File: src/sv/rgbw_pkg.sv
package rgbw_pkg;

   localparam int CHANNEL_BITS_DEF  = 16;
   localparam int FRACTION_BITS_DEF = 8;

   localparam int GAIN_BITS      = 16;
   localparam int COMP_BITS      = 16;
   localparam int MAXW_BITS      = 24;
   localparam int NUM_CHANNELS   = 3;
   localparam int CSR_INDEX_BITS = 8;
   localparam int CSR_DATA_BITS  = 24;

   // channel order inside packed per-channel arrays
   localparam int CH_RED   = 0;
   localparam int CH_GREEN = 1;
   localparam int CH_BLUE  = 2;

   typedef enum logic [CSR_INDEX_BITS-1:0] {
      CSR_WHITE_RED   = 8'd0,
      CSR_WHITE_GREEN = 8'd1,
      CSR_WHITE_BLUE  = 8'd2,
      CSR_MAX_WHITE   = 8'd3
   } csr_index_type;

   localparam logic [COMP_BITS-1:0] WHITE_COMP_RESET = 16'd256;
   localparam logic [MAXW_BITS-1:0] MAX_WHITE_RESET  = 24'd65535;

   typedef struct packed {
      logic [NUM_CHANNELS-1:0][COMP_BITS-1:0] comp;
      logic [MAXW_BITS-1:0]                   max_white;
   } cfg_type;

endpackage

File: src/sv/rgbw_out.sv
module rgbw_out #(
   parameter int PAYLOAD_BITS = 3 * (rgbw_pkg::CHANNEL_BITS_DEF + rgbw_pkg::FRACTION_BITS_DEF)
                                + rgbw_pkg::MAXW_BITS + 1
) (
   input  logic                    clock,
   input  logic                    reset,
   output logic                    en,
   input  logic                    in_valid,
   input  logic [PAYLOAD_BITS-1:0] in_data,
   output logic                    out_valid,
   input  logic                    out_ready,
   output logic [PAYLOAD_BITS-1:0] out_data
);
   logic                    out_valid_ff;
   logic                    out_valid_in;
   logic [PAYLOAD_BITS-1:0] out_data_ff;
   logic [PAYLOAD_BITS-1:0] out_data_in;
   logic                    skid_valid_ff;
   logic                    skid_valid_in;
   logic [PAYLOAD_BITS-1:0] skid_data_ff;
   logic [PAYLOAD_BITS-1:0] skid_data_in;

   // the pipeline advances as long as the skid slot is free
   assign en = !skid_valid_ff;

   always_comb begin
      out_valid_in  = out_valid_ff;
      out_data_in   = out_data_ff;
      skid_valid_in = skid_valid_ff;
      skid_data_in  = skid_data_ff;
      if (skid_valid_ff) begin
         if (out_ready) begin
            out_data_in   = skid_data_ff;
            skid_valid_in = 1'b0;
         end
      end else if (!out_valid_ff || out_ready) begin
         out_valid_in = in_valid;
         out_data_in  = in_data;
      end else if (in_valid) begin
         // output held by a stalled receiver: park the item
         skid_valid_in = 1'b1;
         skid_data_in  = in_data;
      end
   end

   always_ff @(posedge clock) begin
      if (reset) begin
         out_valid_ff  <= 1'b0;
         skid_valid_ff <= 1'b0;
      end else begin
         out_valid_ff  <= out_valid_in;
         skid_valid_ff <= skid_valid_in;
      end
   end

   always_ff @(posedge clock) begin
      out_data_ff  <= out_data_in;
      skid_data_ff <= skid_data_in;
   end

   assign out_valid = out_valid_ff;
   assign out_data  = out_data_ff;

endmodule

File: config.mk
export PLATFORM = sky130hd
export DESIGN_NAME = rgbw_out
export DESIGN_NICKNAME = d
export VERILOG_FILES = /design/src/sv/rgbw_pkg.sv /design/src/sv/rgbw_out.sv
export SDC_FILE = /design/constraint.sdc
export NUM_CORES = 1
export LEC_CHECK = 0
export ABC_AREA = 1
export ABC_CLOCK_PERIOD_IN_PS = 12190
export BUFFER_PORTS_ARGS = -buffer_cell sky130_fd_sc_hd__buf_2
export CORE_ASPECT_RATIO = 0.7
export CORE_MARGIN = 2
export CORE_UTILIZATION = 45
export CTS_CLUSTER_DIAMETER = 40
export DETAILED_ROUTE_END_ITERATION = 10
export PLACE_DENSITY = 0.7
export SYNTH_ARGS = -nofsm -noshare
export SYNTH_HDL_FRONTEND = slang
export SYNTH_SLANG_ARGS = --single-unit
File: constraint.sdc
create_clock -name clock -period 12.19 [get_ports clock]
set_input_delay 0.6095 -clock clock [delete_from_list [all_inputs] [get_ports clock]]
set_output_delay 0.6095 -clock clock [all_outputs]
set_load 0.01 [all_outputs]
==> flow_summary.ini <==
[floorplan]
core_area_sq_mm = 0.0155
io_pins = 200
fp.dieW_um = 154
start_util_pct = 45.9
die_height_um = 109
num_rows = 38
dieArea_sq_mm = 0.0168

[sta]
max_freq_ghz = 0.332
setup_violations = 0
period_needed_ps = 3020
finalCritPeriodShare_pct = 24.7
tns_ps = 0
layout_setup_ws_ps = 9170
slew_headroom_pct = 29.0
worst_pin_slew_ps = 1060
slew_violations = 0
finalHoldViolations = 0
whs_ps = 369
clock_skew_ps = 9.99
rsz0062_at_grt = no

[placement]
place_ws_ps = 9110
hpwl_mm = 9.50
io_buffers = 199
place_area_sq_mm = 0.00831
gp_congestion = 0.776

[grt]
grt_pass1_vias = 4311
grt_max_degree = 72
grt-ovfl-total = 0
antenna_found_initial = 1
grt_pass1_wl_mm = 22.5
grt_use_total_pct = 17.8

[cells_and_area]
regArea_sq_mm = 0.00587
fin_nets = 822
multiInputGateArea_sq_mm = 0.00115
n_fill_cell = 1263
drive_gt1_share_pct = 32.3
area_delta_synth_final_pct = 25.3
fin_area_sq_mm = 0.00892

[power]
leakage_nw = 3.84
p_per_area_mw_per_mm2 = 164
irDropWorstVdd_mv = 0.0922

[cts]
cts_root_buffer = clkbuf_16
clk_pin_slew_ps = 70
cts.sinks = 196
h-tree-depth = 4
cts_hold_buf = 0
cts_buffers = 17
postCtsSetupBuffers = 0
cts_resized = 0
clock_latency_ps = 420
cts_tree = built
cts_buffer_depth = 2

[critical_path]
arrival_ps = 2410
crit_path_max_incr_delay_ps = 580
slowest_stage = clkinv_2
path_class = reg -> out
path_cells = clkinv_2, buf_4, buf_2
cp_max_fo = 53
required_ps = 11580
cp-end-kind = output port
worstSetupStartpointType = register

[drt]
drc = 0
drtAntennaViolNets = 0
first_iter_violations = 382
routed_via_density = 4.73
dr.pass1.iters = 5
num_vias = 4419
wl_mm = 14.6
wl_per_cell_um = 15.6

[yosys]
seq_area_frac_synth_pct = 82.5
synth_top_area_share_pct = 81.9
yosysWarningCount = 0
synth_cells = 519
ys_types = 12
syn_nets = 620
post-synth-top-area-cell = edfxtp_1
syn_area_sq_mm = 0.00711
ys_seq_elements = 196
avgSynthCellArea_sq_um = 13.7
synthTopCellsByArea = edfxtp_1, nand2_1, buf_2

[run]
max_cap_viol_count = 0

[hold_path]
min_path_type = in -> reg

[status]
status = complete, no violations
-- flip-flops by register name (all words and copies together), names as in the netlist --
register / cells
out_data: 97
out_valid: 1
skid_data_ff: 97
skid_valid_ff: 1
-- per-layer routing --
metal | global-route usage [%] | wire length (um)
met5 | 0 | 0
met3 | 6.80 | 1390
met2 | 26.7 | 6500
met4 | 6.88 | 207
met1 | 23.8 | 6510
-- placed cells by master, fill, tap and decap left out, types with 2 or more instances in the layout --
cell and count:
nand2_1 295, buf_2 199, edfxtp_1 194, clkbuf_16 17
clkbuf_8 5, buf_4 5, clkbuf_1 3, clkinvlp_4 3
clkinv_2 2, a21oi_1 2, bufinv_16 2
-- cell type report --
cell class | count | share of cell area [%]
sequential | 196 | 65.8
multi-input combinational | 300 | 12.9
timing repair buffer | 204 | 11.6
clock buffer | 25 | 5.67
tap | 200 | 2.81
clock inverter | 7 | 1.08
inverter | 2 | 0.0982
antenna | 1 | 0.0281
-- power by group --
group	leakage [nW]	switching, mW	internal [mW]
Sequential	1.91	0.0114	0.785
Clock	0.286	0.232	0.330
Combinational	1.65	0.0651	0.0400
-- cells in the mapped netlist --
cell type  count
edfxtp_1     194
o21ai_0        1
dfxtp_1        2
buf_4          2
inv_1          1
clkbuf_1       1
nand3_1        1
inv_2          1
a21oi_1        2
buf_2         18
nand2_1      295
nor2_1         1
-- path summary, 6_finish.rpt --
| path | start | end | slack (ps) | cells past startpoint |
|---|---|---|---|---|
| max | skid_valid_ff$_SDFF_PP0_ | en | 9170 | 3 |
| min reg2reg | skid_data_ff[55]$_DFFE_PP_ | out_data[55]$_DFFE_PP_ | 510 | 2 |
| min | reset | out_valid$_SDFFE_PP0P_ | 370 | 2 |
| max reg2reg | skid_valid_ff$_SDFF_PP0_ | skid_data_ff[34]$_DFFE_PP_ | 9180 | 3 |
-- per-stage QoR --
stage	power [mW]	instances	util [%]
after floorplan	0.861	519	-
after global placement	0.912	902	53.6
after detailed placement	0.916	902	53.6
after CTS	1.48	934	57.5
after global routing	1.52	934	57.5
final	1.46	935	57.5
-- kinds of logic (layout without fill, tap and decap cells) --
family,count (synthesis),count (layout),share of synthesized area (%)
and+or+nand+nor,297,297,15.7
DFF,196,196,82.5
buffers and inverters,23,238,1.64
AOI/OAI and AO/OA,3,3,0.211
other,0,1,0
-- critical path: cells and delay by family, from the launching register on --
kind	cells	cell delay, ps
buffers and inverters	3	1330
DFF	1	550
(Power assumes the default switching activity.)
