**src/sv/rgbw_pkg.sv**
```systemverilog
package rgbw_pkg;

   localparam int CHANNEL_BITS_DEF  = 16;
   localparam int FRACTION_BITS_DEF = 8;

   localparam int GAIN_BITS      = 16;
   localparam int COMP_BITS      = 16;
   localparam int MAXW_BITS      = 24;
   localparam int NUM_CHANNELS   = 3;
   localparam int CSR_INDEX_BITS = 8;
   localparam int CSR_DATA_BITS  = 24;

   // channel order inside packed per-channel arrays
   localparam int CH_RED   = 0;
   localparam int CH_GREEN = 1;
   localparam int CH_BLUE  = 2;

   typedef enum logic [CSR_INDEX_BITS-1:0] {
      CSR_WHITE_RED   = 8'd0,
      CSR_WHITE_GREEN = 8'd1,
      CSR_WHITE_BLUE  = 8'd2,
      CSR_MAX_WHITE   = 8'd3
   } csr_index_type;

   localparam logic [COMP_BITS-1:0] WHITE_COMP_RESET = 16'd256;
   localparam logic [MAXW_BITS-1:0] MAX_WHITE_RESET  = 24'd65535;

   typedef struct packed {
      logic [NUM_CHANNELS-1:0][COMP_BITS-1:0] comp;
      logic [MAXW_BITS-1:0]                   max_white;
   } cfg_type;

endpackage

```
**src/sv/rgbw_amp.sv**
```systemverilog
module rgbw_amp #(
   parameter int CHANNEL_BITS  = rgbw_pkg::CHANNEL_BITS_DEF,
   parameter int FRACTION_BITS = rgbw_pkg::FRACTION_BITS_DEF
) (
   input  logic                             clock,
   input  logic                             reset,
   input  logic                             en,
   input  logic                             in_valid,
   input  logic [CHANNEL_BITS-1:0]          in_red,
   input  logic [CHANNEL_BITS-1:0]          in_green,
   input  logic [CHANNEL_BITS-1:0]          in_blue,
   input  logic [rgbw_pkg::GAIN_BITS-1:0]   gain,
   output logic                             out_valid,
   output logic [rgbw_pkg::NUM_CHANNELS-1:0][CHANNEL_BITS+FRACTION_BITS-1:0] amp
);
   import rgbw_pkg::*;

   localparam int OUT_BITS   = CHANNEL_BITS + FRACTION_BITS;
   localparam int PROD_BITS  = CHANNEL_BITS + GAIN_BITS;
   localparam int SHIFT_BITS = PROD_BITS - FRACTION_BITS;
   localparam int WIDE_BITS  = (SHIFT_BITS > OUT_BITS) ? SHIFT_BITS : OUT_BITS;

   logic [NUM_CHANNELS-1:0][CHANNEL_BITS-1:0] chan;
   logic [NUM_CHANNELS-1:0][PROD_BITS-1:0]    prod;
   logic [NUM_CHANNELS-1:0][WIDE_BITS-1:0]    wide;
   logic [NUM_CHANNELS-1:0][OUT_BITS-1:0]     amp_in;
   logic [NUM_CHANNELS-1:0][OUT_BITS-1:0]     amp_ff;
   logic                                      valid_ff;

   assign chan[CH_RED]   = in_red;
   assign chan[CH_GREEN] = in_green;
   assign chan[CH_BLUE]  = in_blue;

   always_comb begin
      for (int c = 0; c < NUM_CHANNELS; c++) begin
         prod[c] = PROD_BITS'(chan[c]) * PROD_BITS'(gain);
         wide[c] = WIDE_BITS'(prod[c] >> FRACTION_BITS);
         // saturate to the output range
         amp_in[c] = (wide[c] > WIDE_BITS'({OUT_BITS{1'b1}})) ? {OUT_BITS{1'b1}}
                                                             : OUT_BITS'(wide[c]);
      end
   end

   always_ff @(posedge clock) begin
      if (reset) begin
         valid_ff <= 1'b0;
      end else if (en) begin
         valid_ff <= in_valid;
      end
   end

   always_ff @(posedge clock) begin
      if (en) begin
         amp_ff <= amp_in;
      end
   end

   assign out_valid = valid_ff;
   assign amp       = amp_ff;

endmodule

```
**config.mk**
```make
export PLATFORM = sky130hd
export DESIGN_NAME = rgbw_amp
export DESIGN_NICKNAME = d
export VERILOG_FILES = /design/src/sv/rgbw_pkg.sv /design/src/sv/rgbw_amp.sv
export SDC_FILE = /design/constraint.sdc
export NUM_CORES = 2
export LEC_CHECK = 0
export BUFFER_PORTS_ARGS = -buffer_cell sky130_fd_sc_hd__buf_2
export CAP_MARGIN = 40
export CORE_ASPECT_RATIO = 0.9
export CORE_MARGIN = 5
export CORE_UTILIZATION = 55
export DETAILED_ROUTE_END_ITERATION = 12
export GPL_ROUTABILITY_DRIVEN = 1
export PLACE_DENSITY_LB_ADDON = 0.05
export SLEW_MARGIN = 20
export SYNTH_ARGS = -nofsm -noshare
export SYNTH_HDL_FRONTEND = slang
export SYNTH_SLANG_ARGS = --single-unit
```
**constraint.sdc**
```tcl
create_clock -name clock -period 16.4 [get_ports clock]
set_input_delay 3.28 -clock clock [delete_from_list [all_inputs] [get_ports clock]]
set_output_delay 3.28 -clock clock [all_outputs]
set_load 0.02 [all_outputs]
```
==> results by group <==
Run status
  – Status: finished clean

Setup path
  – CP Data Arrival Time: 9830 ps
  – Critical path type: in -> reg
  – Reg2Reg Depth: 2
  – R2r startpoint: out_valid
  – Crit start category: input pin
  – Flop2flop setup slack: 15800 ps
  – CP max FO: 48
  – Worst EP required: 16550 ps
  – FF-to-FF End: out_valid
  – CP Capture Type: flop

Clocking
  – Htree depth: 3
  – CTS Buffer Depth: 2
  – Cts hold-fix bufs: 0
  – Post-CTS sizing: 0
  – Num CTS Buffers: 9
  – Worst skew pair latency: 380 ps
  – Worst-path clk slew: 80 ps
  – Setup Buffers After CTS: 0
  – Clock root buffer master: clkbuf_16
  – CTS tree: done
  – Clock sink count: 73

Timing
  – Max Fclk: 0.103 GHz
  – Post-Route Setup TNS: 0 ps
  – Final Hold Viols: 0
  – Final worst-path cycle share: 0.590
  – Unrepaired setup endpoints after global routing: no
  – Max Clock Skew: 0 ps
  – Worst-margin pin slew: 719 ps
  – Slew HR: 0.518
  – Final setup viols: 0
  – Final Critical Period: 9680 ps
  – Max-slew violations: 0

Synthesis
  – Synth cell count leaders: 691 x inv_1, 579 x fa_1, 453 x nand2_1
  – Synth warnings: 0
  – Synthesized area per cell: 9.06 µm²
  – FF+latch count, synth: 73
  – Top post-synthesis cells by area: fa_1 42%, ha_1 14%, inv_1 9.4%
  – Ys async rst share: 0
  – Yosys top cell area share: 0.421
  – Synth Flop Type: edfxtp_1
  – Post-Synthesis Cells: 3040
  – Netlist Area Pre-Place: 27600 µm²
  – Synth Net Count: 3990
  – EDFF count, synth: 72
  – Sequential share of the synthesized area: 0.0792
  – Most frequent cell after synthesis: inv_1
  – Post-synth cell types: 60
  – Largest area contributor in the netlist: fa_1

Placed design
  – IO buf count: 140
  – Placed wire-length estimate: 52600 µm
  – GPL Wtd Cong: 0.876

Worst hold path
  – HP Start: out_valid
  – Hold path endpoint: out_valid
  – WHS Path Cells: 2
  – Type of the worst min-delay path: reg -> reg

Global route
  – Global-route usage over all layers: 0.262
  – GR Layer Usage met1: 0.361
  – Initial antenna violation count: 5
  – GR Util met2: 0.438
  – Met3 GRT Util: 0.0411
  – Total congestion overflow: 0
  – Largest net degree at the start of global routing: 49
  – GR peak layer: met2
  – Number of global-route vias before repair: 22.7k
  – Global-route wire length before repair: 115000 µm

Drt
  – ANT nets after route: 0
  – Routed vias: 20.2k
  – First DRT Iteration DRCs: 1139
  – Via density: 5.41
  – First-pass DRT Iterations: 5
  – Total routed wirelength: 68400 µm
  – Routed wire per std cell: 18.3 µm
  – # DRC: 0

Die
  – Die ar.: 54700 µm²
  – Initial core utilization: 0.559
  – Standard-cell row count: 77
  – IO Pins: 141
  – Core area: 49300 µm²
  – Die Span Y: 222 µm
  – Die Span X: 246 µm

Final layout
  – Layout cells sized above 1: 0.0580
  – Area growth from synthesis to layout: 5.40%
  – Net count reported at finish: 4012

Job
  – Max-Cap Viols: 0
## layout by cell type, fill, tap and decap left out, types with 3 or more instances in the layout
cell | netlist | routed
nand2_1 | 453 | 453
nor4_1 | 5 | 5
a211oi_1 | 11 | 11
and4_1 | 3 | 3
a21oi_1 | 65 | 65
mux2i_1 | 4 | 4
a2111oi_0 | 3 | 3
buf_2 | 1 | 139
o21a_1 | 7 | 7
o31ai_1 | 4 | 4
a311oi_1 | 3 | 3
and3_1 | 10 | 10
a41oi_1 | 6 | 6
diode_2 | 0 | 3
ha_1 | 303 | 303
edfxtp_1 | 72 | 72
inv_1 | 691 | 691
a21o_1 | 45 | 45
fa_1 | 579 | 579
a21boi_0 | 5 | 5
clkbuf_16 | 0 | 9
nor2_1 | 36 | 36
nor3_1 | 13 | 13
o21ai_0 | 37 | 37
buf_12 | 0 | 4
xor2_1 | 27 | 27
and2_1 | 358 | 358
nor2b_1 | 6 | 6
buf_4 | 0 | 13
nand4_1 | 19 | 19
o21bai_1 | 13 | 13
o211ai_1 | 4 | 4
xnor2_1 | 44 | 44
a221oi_1 | 4 | 4
nand3_1 | 19 | 19
a31oi_1 | 10 | 10
## stage by stage
step           setup slack (ps)  utilization  std cells  cell area [µm²]  hold slack [ps]
4_1_cts                    6780        0.588       3738            29000              511
5_1_grt                    6490        0.589       3741            29000              560
3_3_place_gp               6330        0.580       3717            28600              467
6_report                   6720        0.589       3741            29000              512
2_1_floorplan              7190            -       3040            27600              579
3_5_place_dp               6370        0.583       3722            28700              493
## logic make-up after synthesis
logic type	synth area share
buffers and inverters	0.114
flip-flops	0.0792
XOR/XNOR	0.0226
AO/OA/AOI/OAI	0.0561
multiplexers	0.00186
adder cells (fa/ha/maj)	0.558
AND/OR/NAND/NOR	0.168
## sequential cells by signal, summed over array words and instances, names as in the netlist
name / cells
amp: 72
out_valid: 1
## layout make-up
cell class	count	area, µm²
Antenna cell	3	7.51
Timing Repair Buffer	157	901
Sequential cell	73	2180
Clock inverter	6	58.8
Multi-Input combinational cell	2130	22200
Inverter	691	2590
Fill cell	4469	20300
Tap cell	671	840
Clock buffer	10	229
## how the worst max path moves through the flow
stage	from	end	slack [ps]	cells after the start
final	gain[7]	amp[21]	6720	22
after floorplan	gain[1]	amp[21]	7190	20
after global placement	gain[3]	amp[21]	6330	19
after detailed placement	gain[7]	amp[21]	6370	22
after global routing	gain[7]	amp[21]	6490	22
after CTS	gain[7]	amp[21]	6780	22
## metal layers
layer	share of wire	wire length, µm
met5	0.00010	7
met4	0.022	1520
met3	0.057	3880
met2	0.48	32900
met1	0.44	30100
## worst max-delay path, cell delays in order
cell      delay [ps]
buf_2             80
buf_4            530
nand2_1          170
fa_1             560
inv_1             50
fa_1             500
inv_1             60
fa_1             560
inv_1             60
fa_1             480
fa_1             500
inv_1             50
fa_1             470
inv_1             40
ha_1             320
and4_1           230
a221o_1          350
a311oi_1         620
a21oi_1          160
nor2_1           260
o21ai_0          160
mux2_2           290
Power is not shown: default switching activity piles up to over one toggle a cycle in this logic, so the estimate is an artifact.
