### src/sv/rgbw_pkg.sv
package rgbw_pkg;

   localparam int CHANNEL_BITS_DEF  = 16;
   localparam int FRACTION_BITS_DEF = 8;

   localparam int GAIN_BITS      = 16;
   localparam int COMP_BITS      = 16;
   localparam int MAXW_BITS      = 24;
   localparam int NUM_CHANNELS   = 3;
   localparam int CSR_INDEX_BITS = 8;
   localparam int CSR_DATA_BITS  = 24;

   // channel order inside packed per-channel arrays
   localparam int CH_RED   = 0;
   localparam int CH_GREEN = 1;
   localparam int CH_BLUE  = 2;

   typedef enum logic [CSR_INDEX_BITS-1:0] {
      CSR_WHITE_RED   = 8'd0,
      CSR_WHITE_GREEN = 8'd1,
      CSR_WHITE_BLUE  = 8'd2,
      CSR_MAX_WHITE   = 8'd3
   } csr_index_type;

   localparam logic [COMP_BITS-1:0] WHITE_COMP_RESET = 16'd256;
   localparam logic [MAXW_BITS-1:0] MAX_WHITE_RESET  = 24'd65535;

   typedef struct packed {
      logic [NUM_CHANNELS-1:0][COMP_BITS-1:0] comp;
      logic [MAXW_BITS-1:0]                   max_white;
   } cfg_type;

endpackage

### src/sv/rgbw_white.sv
module rgbw_white #(
   parameter int CHANNEL_BITS  = rgbw_pkg::CHANNEL_BITS_DEF,
   parameter int FRACTION_BITS = rgbw_pkg::FRACTION_BITS_DEF
) (
   input  logic clock,
   input  logic reset,
   input  logic en,
   input  rgbw_pkg::cfg_type cfg,
   input  logic in_valid,
   input  logic [rgbw_pkg::NUM_CHANNELS-1:0][CHANNEL_BITS+FRACTION_BITS-1:0]   in_amp,
   input  logic [rgbw_pkg::NUM_CHANNELS-1:0][CHANNEL_BITS+2*FRACTION_BITS-1:0] in_quo,
   output logic out_valid,
   output logic [rgbw_pkg::NUM_CHANNELS-1:0][CHANNEL_BITS+FRACTION_BITS-1:0]   residual,
   output logic [rgbw_pkg::MAXW_BITS-1:0] white,
   output logic clamped
);
   import rgbw_pkg::*;

   localparam int OUT_BITS   = CHANNEL_BITS + FRACTION_BITS;
   localparam int NUM_BITS   = OUT_BITS + FRACTION_BITS;
   // one spare bit so an unlimited channel compares above any ceiling
   localparam int QW_BITS    = ((NUM_BITS > MAXW_BITS) ? NUM_BITS : MAXW_BITS) + 1;
   localparam int MUL_BITS   = MAXW_BITS + COMP_BITS;
   localparam int SHARE_BITS = MUL_BITS - FRACTION_BITS;
   localparam int CMP_BITS   = (SHARE_BITS > OUT_BITS) ? SHARE_BITS : OUT_BITS;
   localparam int STAGES     = 5;

   typedef logic [NUM_CHANNELS-1:0][OUT_BITS-1:0] amp_vec_type;

   logic [STAGES-1:0] valid_ff;

   // stage 1: extend, mark unlimited channels, min of red and green
   logic [NUM_CHANNELS-1:0][QW_BITS-1:0] qx;
   logic [QW_BITS-1:0]                    m1_min_in;
   logic [QW_BITS-1:0]                    m1_min_ff;
   logic [QW_BITS-1:0]                    m1_qb_ff;
   amp_vec_type                           m1_amp_ff;

   always_comb begin
      for (int c = 0; c < NUM_CHANNELS; c++) begin
         qx[c] = (cfg.comp[c] == '0) ? {QW_BITS{1'b1}} : QW_BITS'(in_quo[c]);
      end
      m1_min_in = (qx[CH_GREEN] < qx[CH_RED]) ? qx[CH_GREEN] : qx[CH_RED];
   end

   // stage 2: fold in blue
   logic [QW_BITS-1:0] m2_min_in;
   logic [QW_BITS-1:0] m2_min_ff;
   amp_vec_type        m2_amp_ff;

   assign m2_min_in = (m1_qb_ff < m1_min_ff) ? m1_qb_ff : m1_min_ff;

   // stage 3: clamp to the ceiling
   logic                 m3_clamped_in;
   logic [MAXW_BITS-1:0] m3_white_in;
   logic                 m3_clamped_ff;
   logic [MAXW_BITS-1:0] m3_white_ff;
   amp_vec_type          m3_amp_ff;

   assign m3_clamped_in = (m2_min_ff > QW_BITS'(cfg.max_white));
   assign m3_white_in   = m3_clamped_in ? cfg.max_white : MAXW_BITS'(m2_min_ff);

   // stage 4: white share per channel
   logic [NUM_CHANNELS-1:0][MUL_BITS-1:0]   mul;
   logic [NUM_CHANNELS-1:0][SHARE_BITS-1:0] share_in;
   logic [NUM_CHANNELS-1:0][SHARE_BITS-1:0] share_ff;
   logic                                    r1_clamped_ff;
   logic [MAXW_BITS-1:0]                    r1_white_ff;
   amp_vec_type                             r1_amp_ff;

   always_comb begin
      for (int c = 0; c < NUM_CHANNELS; c++) begin
         mul[c]      = MUL_BITS'(m3_white_ff) * MUL_BITS'(cfg.comp[c]);
         share_in[c] = SHARE_BITS'(mul[c] >> FRACTION_BITS);
      end
   end

   // stage 5: remove the share, floor at zero
   amp_vec_type          res_in;
   amp_vec_type          res_ff;
   logic                 r2_clamped_ff;
   logic [MAXW_BITS-1:0] r2_white_ff;

   always_comb begin
      for (int c = 0; c < NUM_CHANNELS; c++) begin
         res_in[c] = (CMP_BITS'(share_ff[c]) >= CMP_BITS'(r1_amp_ff[c])) ? '0 :
                     OUT_BITS'(CMP_BITS'(r1_amp_ff[c]) - CMP_BITS'(share_ff[c]));
      end
   end

   always_ff @(posedge clock) begin
      if (reset) begin
         valid_ff <= '0;
      end else if (en) begin
         valid_ff <= {valid_ff[STAGES-2:0], in_valid};
      end
   end

   always_ff @(posedge clock) begin
      if (en) begin
         m1_min_ff     <= m1_min_in;
         m1_qb_ff      <= qx[CH_BLUE];
         m1_amp_ff     <= in_amp;
         m2_min_ff     <= m2_min_in;
         m2_amp_ff     <= m1_amp_ff;
         m3_clamped_ff <= m3_clamped_in;
         m3_white_ff   <= m3_white_in;
         m3_amp_ff     <= m2_amp_ff;
         share_ff      <= share_in;
         r1_clamped_ff <= m3_clamped_ff;
         r1_white_ff   <= m3_white_ff;
         r1_amp_ff     <= m3_amp_ff;
         res_ff        <= res_in;
         r2_clamped_ff <= r1_clamped_ff;
         r2_white_ff   <= r1_white_ff;
      end
   end

   assign out_valid = valid_ff[STAGES-1];
   assign residual  = res_ff;
   assign white     = r2_white_ff;
   assign clamped   = r2_clamped_ff;

endmodule

### config.mk
export PLATFORM = sky130hd
export DESIGN_NAME = rgbw_white
export DESIGN_NICKNAME = d
export VERILOG_FILES = /design/src/sv/rgbw_pkg.sv /design/src/sv/rgbw_white.sv
export SDC_FILE = /design/constraint.sdc
export NUM_CORES = 2
export LEC_CHECK = 0
export ABC_CLOCK_PERIOD_IN_PS = 7370
export CAP_MARGIN = 10
export CORE_UTILIZATION = 55
export CTS_CLUSTER_SIZE = 10
export DETAILED_ROUTE_END_ITERATION = 7
export DONT_BUFFER_PORTS = 1
export PLACE_DENSITY_LB_ADDON = 0.08
export SLEW_MARGIN = 20
export SYNTH_ARGS = -nofsm -noshare
export SYNTH_HDL_FRONTEND = slang
export SYNTH_SLANG_ARGS = --single-unit
### constraint.sdc
create_clock -name clock -period 7.37 [get_ports clock]
set_clock_uncertainty 0.05 [all_clocks]
set_input_delay 0 -clock clock [delete_from_list [all_inputs] [get_ports clock]]
set_output_delay 0 -clock clock [all_outputs]
set_load 0.01 [all_outputs]
==> impl_metrics.yaml <==
routing:
  drc: 0
  first_pass_iters: 5
  ant_nets: 0
  routed_via_density: 5.44
  wl_per_cell_um: 19.3
  num_vias: 43221
  drt_wl_total_mm: 153
  drt_iter0_drc: 2479
place:
  dpl_worst_slack_ps: 339
  place_area_um2: 66200
  dp_hpwl_mm: 110
  port_buffers: 0
  gp_congestion: 0.854
setup_path:
  end_kind: "flip-flop"
  cp_slowest_cell: "fa_1"
  cp_top_family: "adder cells"
  critical_path_class: "reg2reg"
  cp_max_fo: 46
  cp.arrival_ps: 7380
  cp-start-kind: "flip-flop"
  cpMostUsedCell: "fa_1"
  critPathBufInv: 2
  reg2reg_from: "m3_white_ff[15]$_DFFE_PP_"
  reg2reg_to: "share_ff[29]$_DFFE_PP_"
  r2r_cells: 19
  slowest_delay_ps: 590
  crit_required_ps: 7770
  rrSetupSlack_ps: 390
  worstPathCellList: "buf_12 > nand2_1 > fa_1 > fa_1 > fa_1 > fa_1 > fa_1 > fa_1 > inv_1 > ha_1 > a21o_1 > a221o_1 > a221oi_1 > nor2_1 > a21oi_1 > o311ai_1 > a21oi_1 > o21ai_0 > xor2_1"
timing:
  hold_viol_final: 0
  final-setup-viol-count: 0
  finalCritPeriodShare: 0.948
  fmax_mhz: 143
  tightest_slew_ps: 1030
  rsz0062_at_grt: "false"
  fin_ws_ps: 387
  slew_headroom: 0.305
  hold_slack_ps: 47.1
  finalCriticalPeriod_ps: 6980
  fin_setup_tns_ps: 0
  maxSlewViolCount: 0
clock_network:
  cts_buffers: 79
  cts-root-buf: "clkbuf_16"
  cts_sinks: 635
  clk_pin_slew_worst_paths_ps: 50
  clk_latency_ps: 710
  cts_buffer_depth: 3
  h-tree-depth: 3
  cts_tree: "yes"
power:
  pwr_density_cell_nw_per_um2: 482
  max-vdd-ir-drop_uv: 734
  switchingPower_mw: 16.2
  leakage_nw: 33.6
  p_clk_frac: 0.105
  power_frac_comb: 0.720
  p_seq_frac: 0.175
  intPower_mw: 18.5
  p_sw_frac: 0.466
worst_hold_path:
  whs_endpoint: "m3_white_ff[21]$_DFFE_PP_"
  worstHoldPathCells: 5
  min-delay-start: "cfg[20]"
  hp-class: "in2reg"
yosys:
  syn_area_per_cell_um2: 10.4
  synth_edf_count: 630
  syn_area_um2: 64500
  ys_ff_latch: 635
  synth-seq-area-share: 0.295
  synthTopCellsByArea: "edfxtp_1 29%, fa_1 28%, ha_1 11%"
  syn_nets: 7898
  yosysWarnings: 0
  synthCells: 6180
  async_reset_ff_frac: 0
  ys.flop_type: "edfxtp_1"
  ys_types: 83
  synth_top_area_frac: 0.293
  netlist.top_cell.by_area: "edfxtp_1"
finish:
  drive_gt1_frac: 0.0395
  fin_area_um2: 71900
  post-route-util: 0.619
  syn2layout_area_growth_pct: 11.5
  fillers: 9614
  nets: 8103
global_route:
  grt_max_degree: 636
  overflow: 0
  grt_pass1_wl_mm: 249
  grt_usage: 0.270
  antenna_found_initial: 6
  grt_pass1_vias: 46367
floorplanning:
  rows: 125
  die_w_um: 345
  initial_utilization: 0.555
  io_pins: 342
  die-area_um2: 119000
  fp.dieH_um: 345
  core-area_um2: 116000
run:
  cap_violations: 0
outcome:
  status: "finished clean"
[logic make-up (layout without fill, tap and decap cells)]
logic type | after synthesis | after routing | synth area share
fa+ha+maj | 1474 | 1474 | 0.393
compound gates | 546 | 546 | 0.0570
xor+xnor | 136 | 136 | 0.0185
simple gates | 1726 | 1726 | 0.130
mux | 97 | 97 | 0.0162
flops | 635 | 635 | 0.295
buf+inv | 1566 | 1811 | 0.0914
other cells | 0 | 2 | 0
[cells in the mapped netlist, drive strengths merged (42+ instances only)]
master,instances
a21o,113
o21ai,76
mux2,58
nand2,750
nand4,42
fa,918
xnor2,87
nor2,203
xor2,49
edfxtp,630
inv,1298
a21oi,165
and2,484
ha,556
nand2b,53
clkbuf,258
[registers in the layout (all words and copies together) (netlist names), 5 cells and up]
register and flops:
share_ff 96, m1_amp_ff 72, m2_amp_ff 72, m3_amp_ff 72, r1_amp_ff 72, residual 72
m1_min_ff 33, m1_qb_ff 33, m2_min_ff 33, m3_white_ff 24, r1_white_ff 24, white 24
valid_ff 5
[cell usage in the layout (no fill, tap or decap), types with 23 or more instances in the layout]
cell              n
nand2b_1         53
xnor2_1          87
inv_1          1297
nor2b_1          29
and3_1           23
o21ai_0          67
fa_1            918
o21a_1           24
clkbuf_16        79
nor2_1          203
nor3_1           38
dlygate4sd3_1   320
buf_4            46
nand4_1          42
a211oi_1         24
xor2_1           49
a21o_1          113
mux2i_1          39
edfxtp_1        630
and2_1          484
ha_1            556
nand3_1          40
a21oi_1         162
nand2_1         750
mux2_2           58
[worst max-delay path by stage]
stage | from | cells after the start | slack [ps] | to
floorplan | m3_white_ff[14]$_DFFE_PP_ | 21 | 890 | share_ff[16]$_DFFE_PP_
global placement | m3_white_ff[14]$_DFFE_PP_ | 22 | 480 | share_ff[55]$_DFFE_PP_
detailed placement | m3_white_ff[0]$_DFFE_PP_ | 23 | 340 | share_ff[62]$_DFFE_PP_
CTS | m3_white_ff[0]$_DFFE_PP_ | 23 | 280 | share_ff[62]$_DFFE_PP_
global route | m3_white_ff[15]$_DFFE_PP_ | 19 | 8 | share_ff[29]$_DFFE_PP_
finish | m3_white_ff[15]$_DFFE_PP_ | 19 | 390 | share_ff[29]$_DFFE_PP_
[routing by layer]
metal  global-route usage  share of wire  up-vias
met5                    0       0.000085        -
met4               0.0819          0.027        2
met3               0.0391          0.052      229
met2                0.453           0.49     1105
met1                0.364           0.43    22103
li1                     -              -    19782
[metrics by stage]
step                power, mW  instances
finish                   34.7       7951
global route             38.6       7951
CTS                      34.9       7938
detailed placement       30.9       7498
global placement         30.6       7497
floorplan                25.1       6180
[cell type report]
class	count	area [um^2]	area share
diodes	2	5.00	0.0000696
clock buffers	96	2040	0.0284
clock inverters	25	339	0.00471
inverters	1298	4870	0.0677
multi-input cells	3979	39700	0.551
flip-flops and latches	635	19000	0.264
well taps	1524	1910	0.0265
repair buffers	392	4110	0.0571
[worst register-to-register path, delay by kind of cell (launching register included)]
family	cells	cell delay, ps
buffers and inverters	2	390
and+or+nand+nor	2	240
DFF	1	490
AOI/OAI and AO/OA	7	2020
xor gates and xnor gates	1	160
adders and majority gates	7	3370
[timing repair]
item                                    4_1_cts  5_1_grt
buffers inserted                              0        6
endpoints found under the setup margin        0        9
endpoints found under the hold margin       802      148
gates resized for setup                       0        2
hold buffers                                319        1
[power groups by stage]
stage	Sequential [mW]	Clock, mW	Combinational (mW)
final	6.09	3.64	25.0
after global routing	6.15	3.89	28.6
after CTS	6.10	3.74	25.1
after detailed placement	6.17	0	24.7
after global placement	6.16	0	24.5
after floorplan	6.03	0	19.1
Note: power is estimated with default switching activity, not from simulation.
