===== config.mk =====
export PLATFORM = sky130hd
export DESIGN_NAME = rgbw_cfg
export DESIGN_NICKNAME = d
export VERILOG_FILES = /design/src/sv/rgbw_pkg.sv /design/src/sv/rgbw_cfg.sv
export SDC_FILE = /design/constraint.sdc
export NUM_CORES = 1
export LEC_CHECK = 0
export BUFFER_PORTS_ARGS = -buffer_cell sky130_fd_sc_hd__clkbuf_2
export CAP_MARGIN = 25
export CORE_ASPECT_RATIO = 0.5
export CORE_MARGIN = 3
export CORE_UTILIZATION = 49
export CTS_CLUSTER_SIZE = 24
export DETAILED_ROUTE_END_ITERATION = 7
export GPL_TIMING_DRIVEN = 0
export PLACE_DENSITY = 0.87
export SLEW_MARGIN = 30
export SYNTH_ARGS = -nofsm -noshare
export SYNTH_HDL_FRONTEND = slang
export SYNTH_SLANG_ARGS = --single-unit

===== constraint.sdc =====
create_clock -name clock -period 1.7 [get_ports clock]
set_clock_uncertainty 0.15 [all_clocks]
set_input_delay 0.34 -clock clock [delete_from_list [all_inputs] [get_ports clock]]
set_output_delay 0.34 -clock clock [all_outputs]
set_load 0.05 [all_outputs]

===== src/sv/rgbw_pkg.sv =====
package rgbw_pkg;

   localparam int CHANNEL_BITS_DEF  = 16;
   localparam int FRACTION_BITS_DEF = 8;

   localparam int GAIN_BITS      = 16;
   localparam int COMP_BITS      = 16;
   localparam int MAXW_BITS      = 24;
   localparam int NUM_CHANNELS   = 3;
   localparam int CSR_INDEX_BITS = 8;
   localparam int CSR_DATA_BITS  = 24;

   // channel order inside packed per-channel arrays
   localparam int CH_RED   = 0;
   localparam int CH_GREEN = 1;
   localparam int CH_BLUE  = 2;

   typedef enum logic [CSR_INDEX_BITS-1:0] {
      CSR_WHITE_RED   = 8'd0,
      CSR_WHITE_GREEN = 8'd1,
      CSR_WHITE_BLUE  = 8'd2,
      CSR_MAX_WHITE   = 8'd3
   } csr_index_type;

   localparam logic [COMP_BITS-1:0] WHITE_COMP_RESET = 16'd256;
   localparam logic [MAXW_BITS-1:0] MAX_WHITE_RESET  = 24'd65535;

   typedef struct packed {
      logic [NUM_CHANNELS-1:0][COMP_BITS-1:0] comp;
      logic [MAXW_BITS-1:0]                   max_white;
   } cfg_type;

endpackage


===== src/sv/rgbw_cfg.sv =====
module rgbw_cfg (
   input  logic                                clock,
   input  logic                                reset,
   input  logic                                csr_write,
   input  logic [rgbw_pkg::CSR_INDEX_BITS-1:0] csr_index,
   input  logic [rgbw_pkg::CSR_DATA_BITS-1:0]  csr_data,
   output rgbw_pkg::cfg_type                   cfg
);
   import rgbw_pkg::*;

   cfg_type cfg_ff;
   cfg_type cfg_in;

   always_comb begin
      cfg_in = cfg_ff;
      if (csr_write) begin
         case (csr_index_type'(csr_index))
            CSR_WHITE_RED:   cfg_in.comp[CH_RED]   = csr_data[COMP_BITS-1:0];
            CSR_WHITE_GREEN: cfg_in.comp[CH_GREEN] = csr_data[COMP_BITS-1:0];
            CSR_WHITE_BLUE:  cfg_in.comp[CH_BLUE]  = csr_data[COMP_BITS-1:0];
            CSR_MAX_WHITE:   cfg_in.max_white      = csr_data[MAXW_BITS-1:0];
            default: begin
               // unknown index: drop the write
               cfg_in = cfg_ff;
            end
         endcase
      end
   end

   always_ff @(posedge clock) begin
      if (reset) begin
         cfg_ff.comp[CH_RED]   <= WHITE_COMP_RESET;
         cfg_ff.comp[CH_GREEN] <= WHITE_COMP_RESET;
         cfg_ff.comp[CH_BLUE]  <= WHITE_COMP_RESET;
         cfg_ff.max_white      <= MAX_WHITE_RESET;
      end else begin
         cfg_ff <= cfg_in;
      end
   end

   assign cfg = cfg_ff;

endmodule


==> flow_summary.json, run 1 <==
{
  "synth_top_cell_area_share_pct": 48.0,
  "insertion_delay_ps": 330,
  "syn_nets": 316,
  "outcome": "completed",
  "synthFlopType": "dfxtp_1",
  "fin_crit_sh_pct": 92.9,
  "io_buffers": 105,
  "period_minus_slack_ps": 1580,
  "slew_headroom_pct": 63.6,
  "grt_pass1_vias": 2517,
  "core_area_sq_um": 5710,
  "hold_violations": 0,
  "cts-root-buf": "clkbuf_16",
  "vias": 2357,
  "synth_area_leaders": "dfxtp_1 48%, mux2i_1 24%, nand2b_1 16%",
  "yosys.area.top_type": "dfxtp_1",
  "dp.cells": 459,
  "diodes": 0,
  "internal_power_mw": 2.79,
  "critical_path_required_ps": 1800,
  "grt_max_degree": 12,
  "sequentialPowerShare_pct": 47.5,
  "cts_made_buffers": 9,
  "finalWirelength_microns": 7450,
  "maxCapViolCount": 0,
  "synth_edf_count": 0,
  "crit_fanout": 10,
  "worst_ep_arrival_time_ps": 1680,
  "p_comb_share_pct": 5.1,
  "stdcell_count": 475,
  "postCtsSetupRepairBufs": 0,
  "synth_cells": 281,
  "antenna_found_initial": 0,
  "clk_path_buf_depth": 2,
  "htree_levels": 3,
  "final_layout_size_suffix_gt1_share_pct": 32.3,
  "drtIter0Drc": 101,
  "clkPwrFrac_pct": 47.4,
  "fin_ws_ps": 121,
  "largest_register_ffs": 72,
  "via_per_inst": 4.96,
  "ys_ff_latch": 72,
  "syn_area_per_cell_sq_um": 10.7,
  "swShare_pct": 21.6,
  "cts_tree": "yes",
  "worstSetupEndpointType": "flip-flop",
  "min_path_type": "in2reg",
  "place_congestion": 0.802,
  "async_reset_ff_share_pct": 0,
  "synthToLayoutAreaGrowth_pct": 29.5,
  "dieHeight_microns": 61.3,
  "initial_core_util_pct": 52.6,
  "rows": 19,
  "grtUsageTotal_pct": 22.2,
  "gr-total-overflow": 0,
  "fp.dieArea_sq_um": 7160,
  "ys_warn_count": 0,
  "setup_violations": 0,
  "first_pass_iters": 4,
  "hold_buffers": 0,
  "dp_slack_ps": -209,
  "powerDensity_nw_per_um2": 917,
  "grt_pass1_wl_microns": 12000,
  "p_leak_nw": 1.89,
  "ctsResizeCount": 0,
  "dp.final_hpwl_microns": 5720,
  "synth.distinct_cells": 15,
  "clkTransAtPathRegs_ps": 50,
  "synth.most_common_cell": "nand2b_1",
  "wire_per_inst_microns": 15.7,
  "rsz0062_at_grt": "false",
  "ant_nets": 0,
  "finalMaxSlewViolations": 0,
  "ios": 107,
  "die_w_microns": 117,
  "p_total_mw": 3.56,
  "criticalPathCategory": "in2reg",
  "synth.cell_area_sq_um": 3000,
  "start_kind": "input pin",
  "ys_seq_area_share_pct": 48.0,
  "max_clock_freq_mhz": 633,
  "nNetsFinal": 432,
  "worst_pin_slew_ps": 546,
  "route.detailed.drc": 0,
  "clock-sinks": 72,
  "ys_top_cells_by_count": "76 x nand2b_1, 72 x dfxtp_1, 72 x mux2i_1",
  "ir_drop_mv": 0.814,
  "p_sw_uw": 768
}
[worst max-delay path: stages]
cell,delay [ps]
clkbuf_2,100
nor4b_4,400
and4bb_1,290
buf_6,170
buf_12,160
mux2i_1,220
[logic make-up after synthesis]
family | Yosys count | share of synthesized area, %
and+or+nand+nor | 117 | 23.1
muxes | 72 | 24.0
DFF | 72 | 48.0
buffers and inverters | 20 | 4.88
[final cells by class]
cell class	instances	area, sq um
fillers	439	1820
flip-flops and latches	72	1440
multi-input cells	189	1410
repair buffers	105	526
clock buffers	13	250
plain buffers	20	146
well taps	73	91.3
clock inverters	3	17.5
[through the flow]
stage | area (sq um) | hold slack, ps | TNS [ps] | util [%]
finish | 3890 | 98.8 | 0 | 68.1
global route | 3890 | 112 | 0 | 68.1
CTS | 3890 | 95.0 | 0 | 68.1
detailed placement | 3620 | 318 | -5500 | 63.4
global placement | 3620 | 310 | -1580 | 63.4
floorplan | 3000 | 342 | 0 | -
[power by group through the flow]
| stage | sequential [mW] | combinational, mW | clock [mW] |
|---|---|---|---|
| 6_report | 1.69 | 0.181 | 1.69 |
| 5_1_grt | 1.69 | 0.197 | 1.79 |
| 4_1_cts | 1.69 | 0.182 | 1.72 |
| 3_5_place_dp | 1.73 | 0.180 | 0 |
| 3_3_place_gp | 1.73 | 0.174 | 0 |
| 2_1_floorplan | 1.74 | 0.0933 | 0 |
[layout by cell type, fill, tap and decap left out, types with 2 or more instances in the layout]
cell and instances:
clkbuf_1 14, dfxtp_1 72, nor2_1 35, buf_12 2, clkinv_2 2, buf_4 2, nand2b_1 76, clkbuf_2 105
buf_6 4, mux2i_1 72, clkbuf_16 9
[worst paths after layout]
check	depth (start not counted)	slack, ps	end	from
setup reg to reg	2	900	cfg[18]$_SDFFE_PP0P_	cfg[18]$_SDFFE_PP0P_
setup / recovery	6	120	cfg[39]$_SDFFE_PP0P_	csr_index[6]
hold reg to reg	2	320	cfg[30]$_SDFFE_PP0P_	cfg[30]$_SDFFE_PP0P_
hold / removal	3	100	cfg[17]$_SDFFE_PP0P_	csr_data[17]
[layer usage]
metal | vias up | track usage (%) | wire length (microns)
li1 | 1156 | - | -
met5 | - | 0 | 0
met3 | 21 | 7.46 | 439
met1 | 1103 | 24.1 | 3080
met4 | 0 | 9.80 | 175
met2 | 77 | 40.6 | 3760
No activity file was read; power rests on OpenSTA's default activity.
==> run 2: changes to the inputs <==
Settings changed: CORE_ASPECT_RATIO 0.5 to 0.8.
==> run 2 against run 1 <==
  * First-iteration DRC count fell by 27%
  * Sequential cell count is the same
  * Non-clock buffer count unchanged
  * Cell count is 1.1% higher
  * Clock power down 28%
  * Sequential power hardly changed
  * Final area decreased by 2.3%
  * Utilization fell by 1.2 points
  * Largest cell class unchanged
  * Sequential share of layout area is 0.86 points higher
  * Critical path depth decreased by 5
  * Wire length increased by 0.55%
==> flow_summary.json, run 2 (synthesis gave the netlist of run 1 again) <==
{
  "core_area_sq_um": 5680,
  "maxCapViolCount": 0,
  "cpPeakStageDelay_ps": 380,
  "rsz0062_at_grt": "false",
  "die_w_microns": 93.5,
  "multiInputGateArea_sq_um": 1410,
  "insertion_delay_ps": 330,
  "fp.dieArea_sq_um": 7110,
  "clk_path_buf_depth": 2,
  "fin_crit_sh_pct": 88.8,
  "diodes": 0,
  "final_common_cell": "clkbuf_2",
  "period_minus_slack_ps": 1510,
  "clkTransAtPathRegs_ps": 80,
  "hold_slack_ps": 72.6,
  "antenna_found_initial": 0,
  "final_layout_size_suffix_gt1_share_pct": 32.6,
  "dieHeight_microns": 76.0,
  "worst_pin_slew_ps": 503,
  "hold_violations": 0,
  "cts_tree": "yes",
  "grt_pass1_vias": 2499,
  "first_pass_iters": 4,
  "via_per_inst": 4.89,
  "r2r_start": "cfg[8]$_SDFFE_PP1P_",
  "ir_drop_mv": 0.492,
  "slowest_stage": "dfxtp_1",
  "drtIter0Drc": 74,
  "worst_ep_arrival_time_ps": 1020,
  "max_clock_freq_mhz": 663,
  "slew_headroom_pct": 66.4,
  "critical_path.startpoint": "cfg[39]$_SDFFE_PP0P_",
  "cts-root-buf": "clkbuf_8",
  "wire_per_inst_microns": 15.6,
  "nNetsFinal": 432,
  "crit_chain": "clkbuf_2",
  "route.detailed.drc": 0,
  "ios": 107,
  "grtUsageTotal_pct": 22.7,
  "p_leak_nw": 1.84,
  "clock-sinks": 72,
  "powerDensity_nw_per_um2": 814,
  "outcome": "completed",
  "grt_pass1_wl_microns": 12400,
  "min_path_type": "in2reg",
  "stdcell_count": 480,
  "critical-path-top-delay-family": "flip-flops",
  "initial_core_util_pct": 52.9,
  "min_from": "csr_data[17]",
  "gr-total-overflow": 0,
  "worstSetupEndpointType": "output port",
  "io_buffers": 105,
  "finalWirelength_microns": 7500,
  "critical_path_required_ps": 1210,
  "vias": 2349,
  "start_kind": "flip-flop",
  "ant_nets": 0,
  "cts_made_buffers": 9,
  "grt_max_degree": 13,
  "rows": 24,
  "dp.final_hpwl_microns": 5660,
  "seq_area_sq_um": 1440,
  "setup_violations": 0,
  "place_congestion": 0.759,
  "htree_levels": 3,
  "crit_fanout": 2,
  "ctsResizeCount": 0,
  "hold_buffers": 0,
  "fillers": 476,
  "largest_register_ffs": 72,
  "dp.cells": 464,
  "final_cell_mix": "105 x clkbuf_2, 76 x nand2b_1, 72 x mux2i_1, 72 x dfxtp_1, 35 x nor2_1",
  "synthToLayoutAreaGrowth_pct": 26.6,
  "worst-path-buf-inv": 1,
  "finalMaxSlewViolations": 0,
  "criticalPathCategory": "reg2out",
  "postCtsSetupRepairBufs": 0
}
[run 2: cell count changes in the layout (fill, tap and decap cells not counted)]
cell	before	now
clkinv_2	2	1
inv_6	0	1
clkbuf_1	14	13
clkbuf_8	1	10
clkinvlp_4	1	2
clkbuf_16	9	0
[run 2: worst min-delay path: stages]
cell      delay, ps
clkbuf_2         80
nand2b_1         50
mux2i_1          50
[run 2: stage by stage]
| stage | setup TNS, ps | setup slack (ps) | total power, mW | utilization, % | instance area, sq um |
|---|---|---|---|---|---|
| 2_1_floorplan | 0 | 106 | 1.83 | - | 3000 |
| 3_3_place_gp | -1740 | -103 | 1.91 | 63.9 | 3620 |
| 3_5_place_dp | -3160 | -148 | 1.91 | 63.9 | 3620 |
| 4_1_cts | 0 | 189 | 3.11 | 66.9 | 3800 |
| 5_1_grt | 0 | 136 | 3.22 | 66.9 | 3800 |
| 6_report | 0 | 191 | 3.09 | 66.9 | 3800 |
[run 2: area by class of cell]
type,instances,area share [%]
Timing Repair Buffer,105,13.8
Buffer,20,3.85
Clock buffer,12,3.82
Multi-Input combinational cell,189,37.2
Sequential cell,72,37.9
Tap cell,78,2.57
Clock inverter,4,0.758
[run 2: per-layer routing]
| layer | GRT usage [%] | part of all wire [%] | vias to the layer above |
|---|---|---|---|
| met4 | 10.5 | 1.9 | 0 |
| met1 | 26.4 | 43 | 1111 |
| met3 | 8.98 | 7.2 | 11 |
| met2 | 36.3 | 48 | 73 |
| li1 | - | - | 1154 |
| met5 | 0 | 0 | - |
[run 2: worst paths after layout]
| check | slack (ps) | end | cells past startpoint |
|---|---|---|---|
| setup / recovery | 190 | cfg[39] | 1 |
| hold / removal | 70 | cfg[17]$_SDFFE_PP0P_ | 3 |
| setup reg to reg | 900 | cfg[8]$_SDFFE_PP1P_ | 2 |
| hold reg to reg | 330 | cfg[40]$_SDFFE_PP0P_ | 2 |
[run 2: power by group]
group          internal [mW]  leakage (nW)  switching [mW]
Sequential              1.69         0.581         0.00122
Combinational         0.0809          1.18           0.105
Clock                  0.573        0.0830           0.644
Total                   2.34          1.84           0.750
==> run 3: changes to the inputs <==
--- a/config.mk
+++ b/config.mk
@@ -7,2 +7,3 @@
 export LEC_CHECK = 0
+export ABC_CLOCK_PERIOD_IN_PS = 1700
 export BUFFER_PORTS_ARGS = -buffer_cell sky130_fd_sc_hd__clkbuf_2
==> constraint.sdc (replaced) <==
create_clock -name clock -period 1.7 [get_ports clock]
set_clock_uncertainty 0.15 [all_clocks]
set_input_delay 0.17 -clock clock [delete_from_list [all_inputs] [get_ports clock]]
set_output_delay 0.17 -clock clock [all_outputs]
set_load 0.05 [all_outputs]
==> run 3 against run 2 <==
  * Total power grew 1.5%
  * Hold slack got worse by 31 ps
  * Via count increased by 6.3%
  * First-iteration DRC count up 27%
  * Critical endpoint unchanged
  * Largest power group unchanged
==> flow_summary.json, run 3 (synthesis gave the netlist of run 1 again) <==
{
  "rows": 24,
  "htree_levels": 3,
  "slowest_stage": "dfxtp_1",
  "crit_fanout": 2,
  "whs_path_depth": 3,
  "powerDensity_nw_per_um2": 777,
  "dp_slack_ps": 22.5,
  "route.detailed.drc": 0,
  "diodes": 0,
  "criticalPathCategory": "reg2out",
  "fillers": 437,
  "p_total_mw": 3.14,
  "worst_ep_arrival_time_ps": 1010,
  "outcome": "completed",
  "final_cell_mix": "105 x clkbuf_2, 76 x nand2b_1, 72 x mux2i_1, 72 x dfxtp_1, 35 x nor2_1",
  "grt_pass1_vias": 2664,
  "insertion_delay_ps": 350,
  "max_clock_freq_mhz": 750,
  "worstSetupEndpointType": "output port",
  "holdPathEnd": "cfg[23]$_SDFFE_PP0P_",
  "via_per_inst": 4.95,
  "wire_per_inst_microns": 15.7,
  "min_path_type": "in2reg",
  "worst_pin_slew_ps": 501,
  "r2r_setup_slack_ps": 900,
  "rsz0062_at_grt": "false",
  "gr-total-overflow": 0,
  "grt_max_degree": 13,
  "cts_tree": "yes",
  "clk_path_buf_depth": 2,
  "final_layout_size_suffix_gt1_share_pct": 30.8,
  "first_pass_iters": 4,
  "start_kind": "flip-flop",
  "hold_violations": 0,
  "critical-path-top-delay-family": "flip-flops",
  "seq_area_sq_um": 1440,
  "setup_violations": 0,
  "initial_core_util_pct": 52.9,
  "min_from": "csr_index[1]",
  "die_w_microns": 93.5,
  "ant_nets": 0,
  "largest_register_ffs": 72,
  "postCtsSetupRepairBufs": 0,
  "grtUsageTotal_pct": 24.1,
  "multiInputGateArea_sq_um": 1410,
  "p_leak_nw": 1.94,
  "grt_pass1_wl_microns": 13300,
  "maxCapViolCount": 0,
  "dieHeight_microns": 76.0,
  "clock-sinks": 72,
  "period_minus_slack_ps": 1330,
  "fin_ws_ps": 367,
  "worst-path-buf-inv": 1,
  "final_common_cell": "clkbuf_2",
  "synthToLayoutAreaGrowth_pct": 34.6,
  "crit_chain": "clkbuf_2",
  "slew_headroom_pct": 66.6,
  "core_area_sq_um": 5680,
  "io_buffers": 105,
  "finalMaxSlewViolations": 0,
  "cts-root-buf": "clkbuf_8",
  "rr_endpoint": "cfg[58]$_SDFFE_PP0P_",
  "ios": 107,
  "r2r_start": "cfg[58]$_SDFFE_PP0P_",
  "tns_ps": 0,
  "ir_drop_mv": 0.507,
  "cts_made_buffers": 9,
  "clkTransAtPathRegs_ps": 70,
  "dp.final_hpwl_microns": 5660,
  "antenna_found_initial": 0,
  "finalWirelength_microns": 7930,
  "drtIter0Drc": 94,
  "cpPeakStageDelay_ps": 370,
  "r2r_cells": 2,
  "fp.dieArea_sq_um": 7110,
  "nNetsFinal": 456,
  "vias": 2496,
  "critical_path_required_ps": 1380,
  "place_congestion": 0.759,
  "fin_crit_sh_pct": 78.4
}
## run 3: worst max-delay path by stage
stage,start,to,slack [ps],cells after the start
detailed placement,csr_index[6],cfg[67]$_SDFFE_PP0P_,20,6
finish,cfg[39]$_SDFFE_PP0P_,cfg[39],370,1
floorplan,csr_index[6],cfg[64]$_SDFFE_PP1P_,280,5
global placement,csr_index[6],cfg[37]$_SDFFE_PP0P_,70,6
global route,csr_index[6],cfg[62]$_SDFFE_PP0P_,310,6
CTS,cfg[39]$_SDFFE_PP0P_,cfg[39],360,1
## run 3: area by class of cell
| cell class | count | share of cell area, % |
|---|---|---|
| plain buffers | 20 | 3.62 |
| clock buffers | 12 | 3.59 |
| clock inverters | 4 | 0.713 |
| multi-input cells | 189 | 35.0 |
| flip-flops and latches | 72 | 35.7 |
| well taps | 78 | 2.42 |
| repair buffers | 129 | 19.0 |
## run 3: worst min-delay path, delay by kind of cell
kind | cells | cell delay [ps]
buf+inv | 1 | 120
simple gates | 1 | 120
mux | 1 | 80
## run 3: power breakdown
| part | internal (mW) | total, mW | switching, mW |
|---|---|---|---|
| clock | 0.573 | 1.22 | 0.645 |
| combinational | 0.117 | 0.232 | 0.115 |
| sequential | 1.69 | 1.69 | 0.00122 |
## run 3: stage by stage
step	hold slack [ps]	util, %	instance area, sq um	std cells
detailed placement	267	63.9	3620	464
CTS	39.2	71.2	4040	504
floorplan	172	-	3000	281
finish	41.3	71.2	4040	504
global placement	260	63.9	3620	464
global route	54.8	71.2	4040	504
## run 3: layer usage
layer	wire length, microns	track usage [%]	up-vias
li1	-	-	1203
met4	195	11.9	0
met3	572	8.00	19
met5	0	0	-
met1	3270	27.9	1180
met2	3890	39.7	94
## run 3: timing repair
action,in CTS,in global routing
hold buffers,24,0
hold endpoints to repair,28,0
resized for setup,0,0
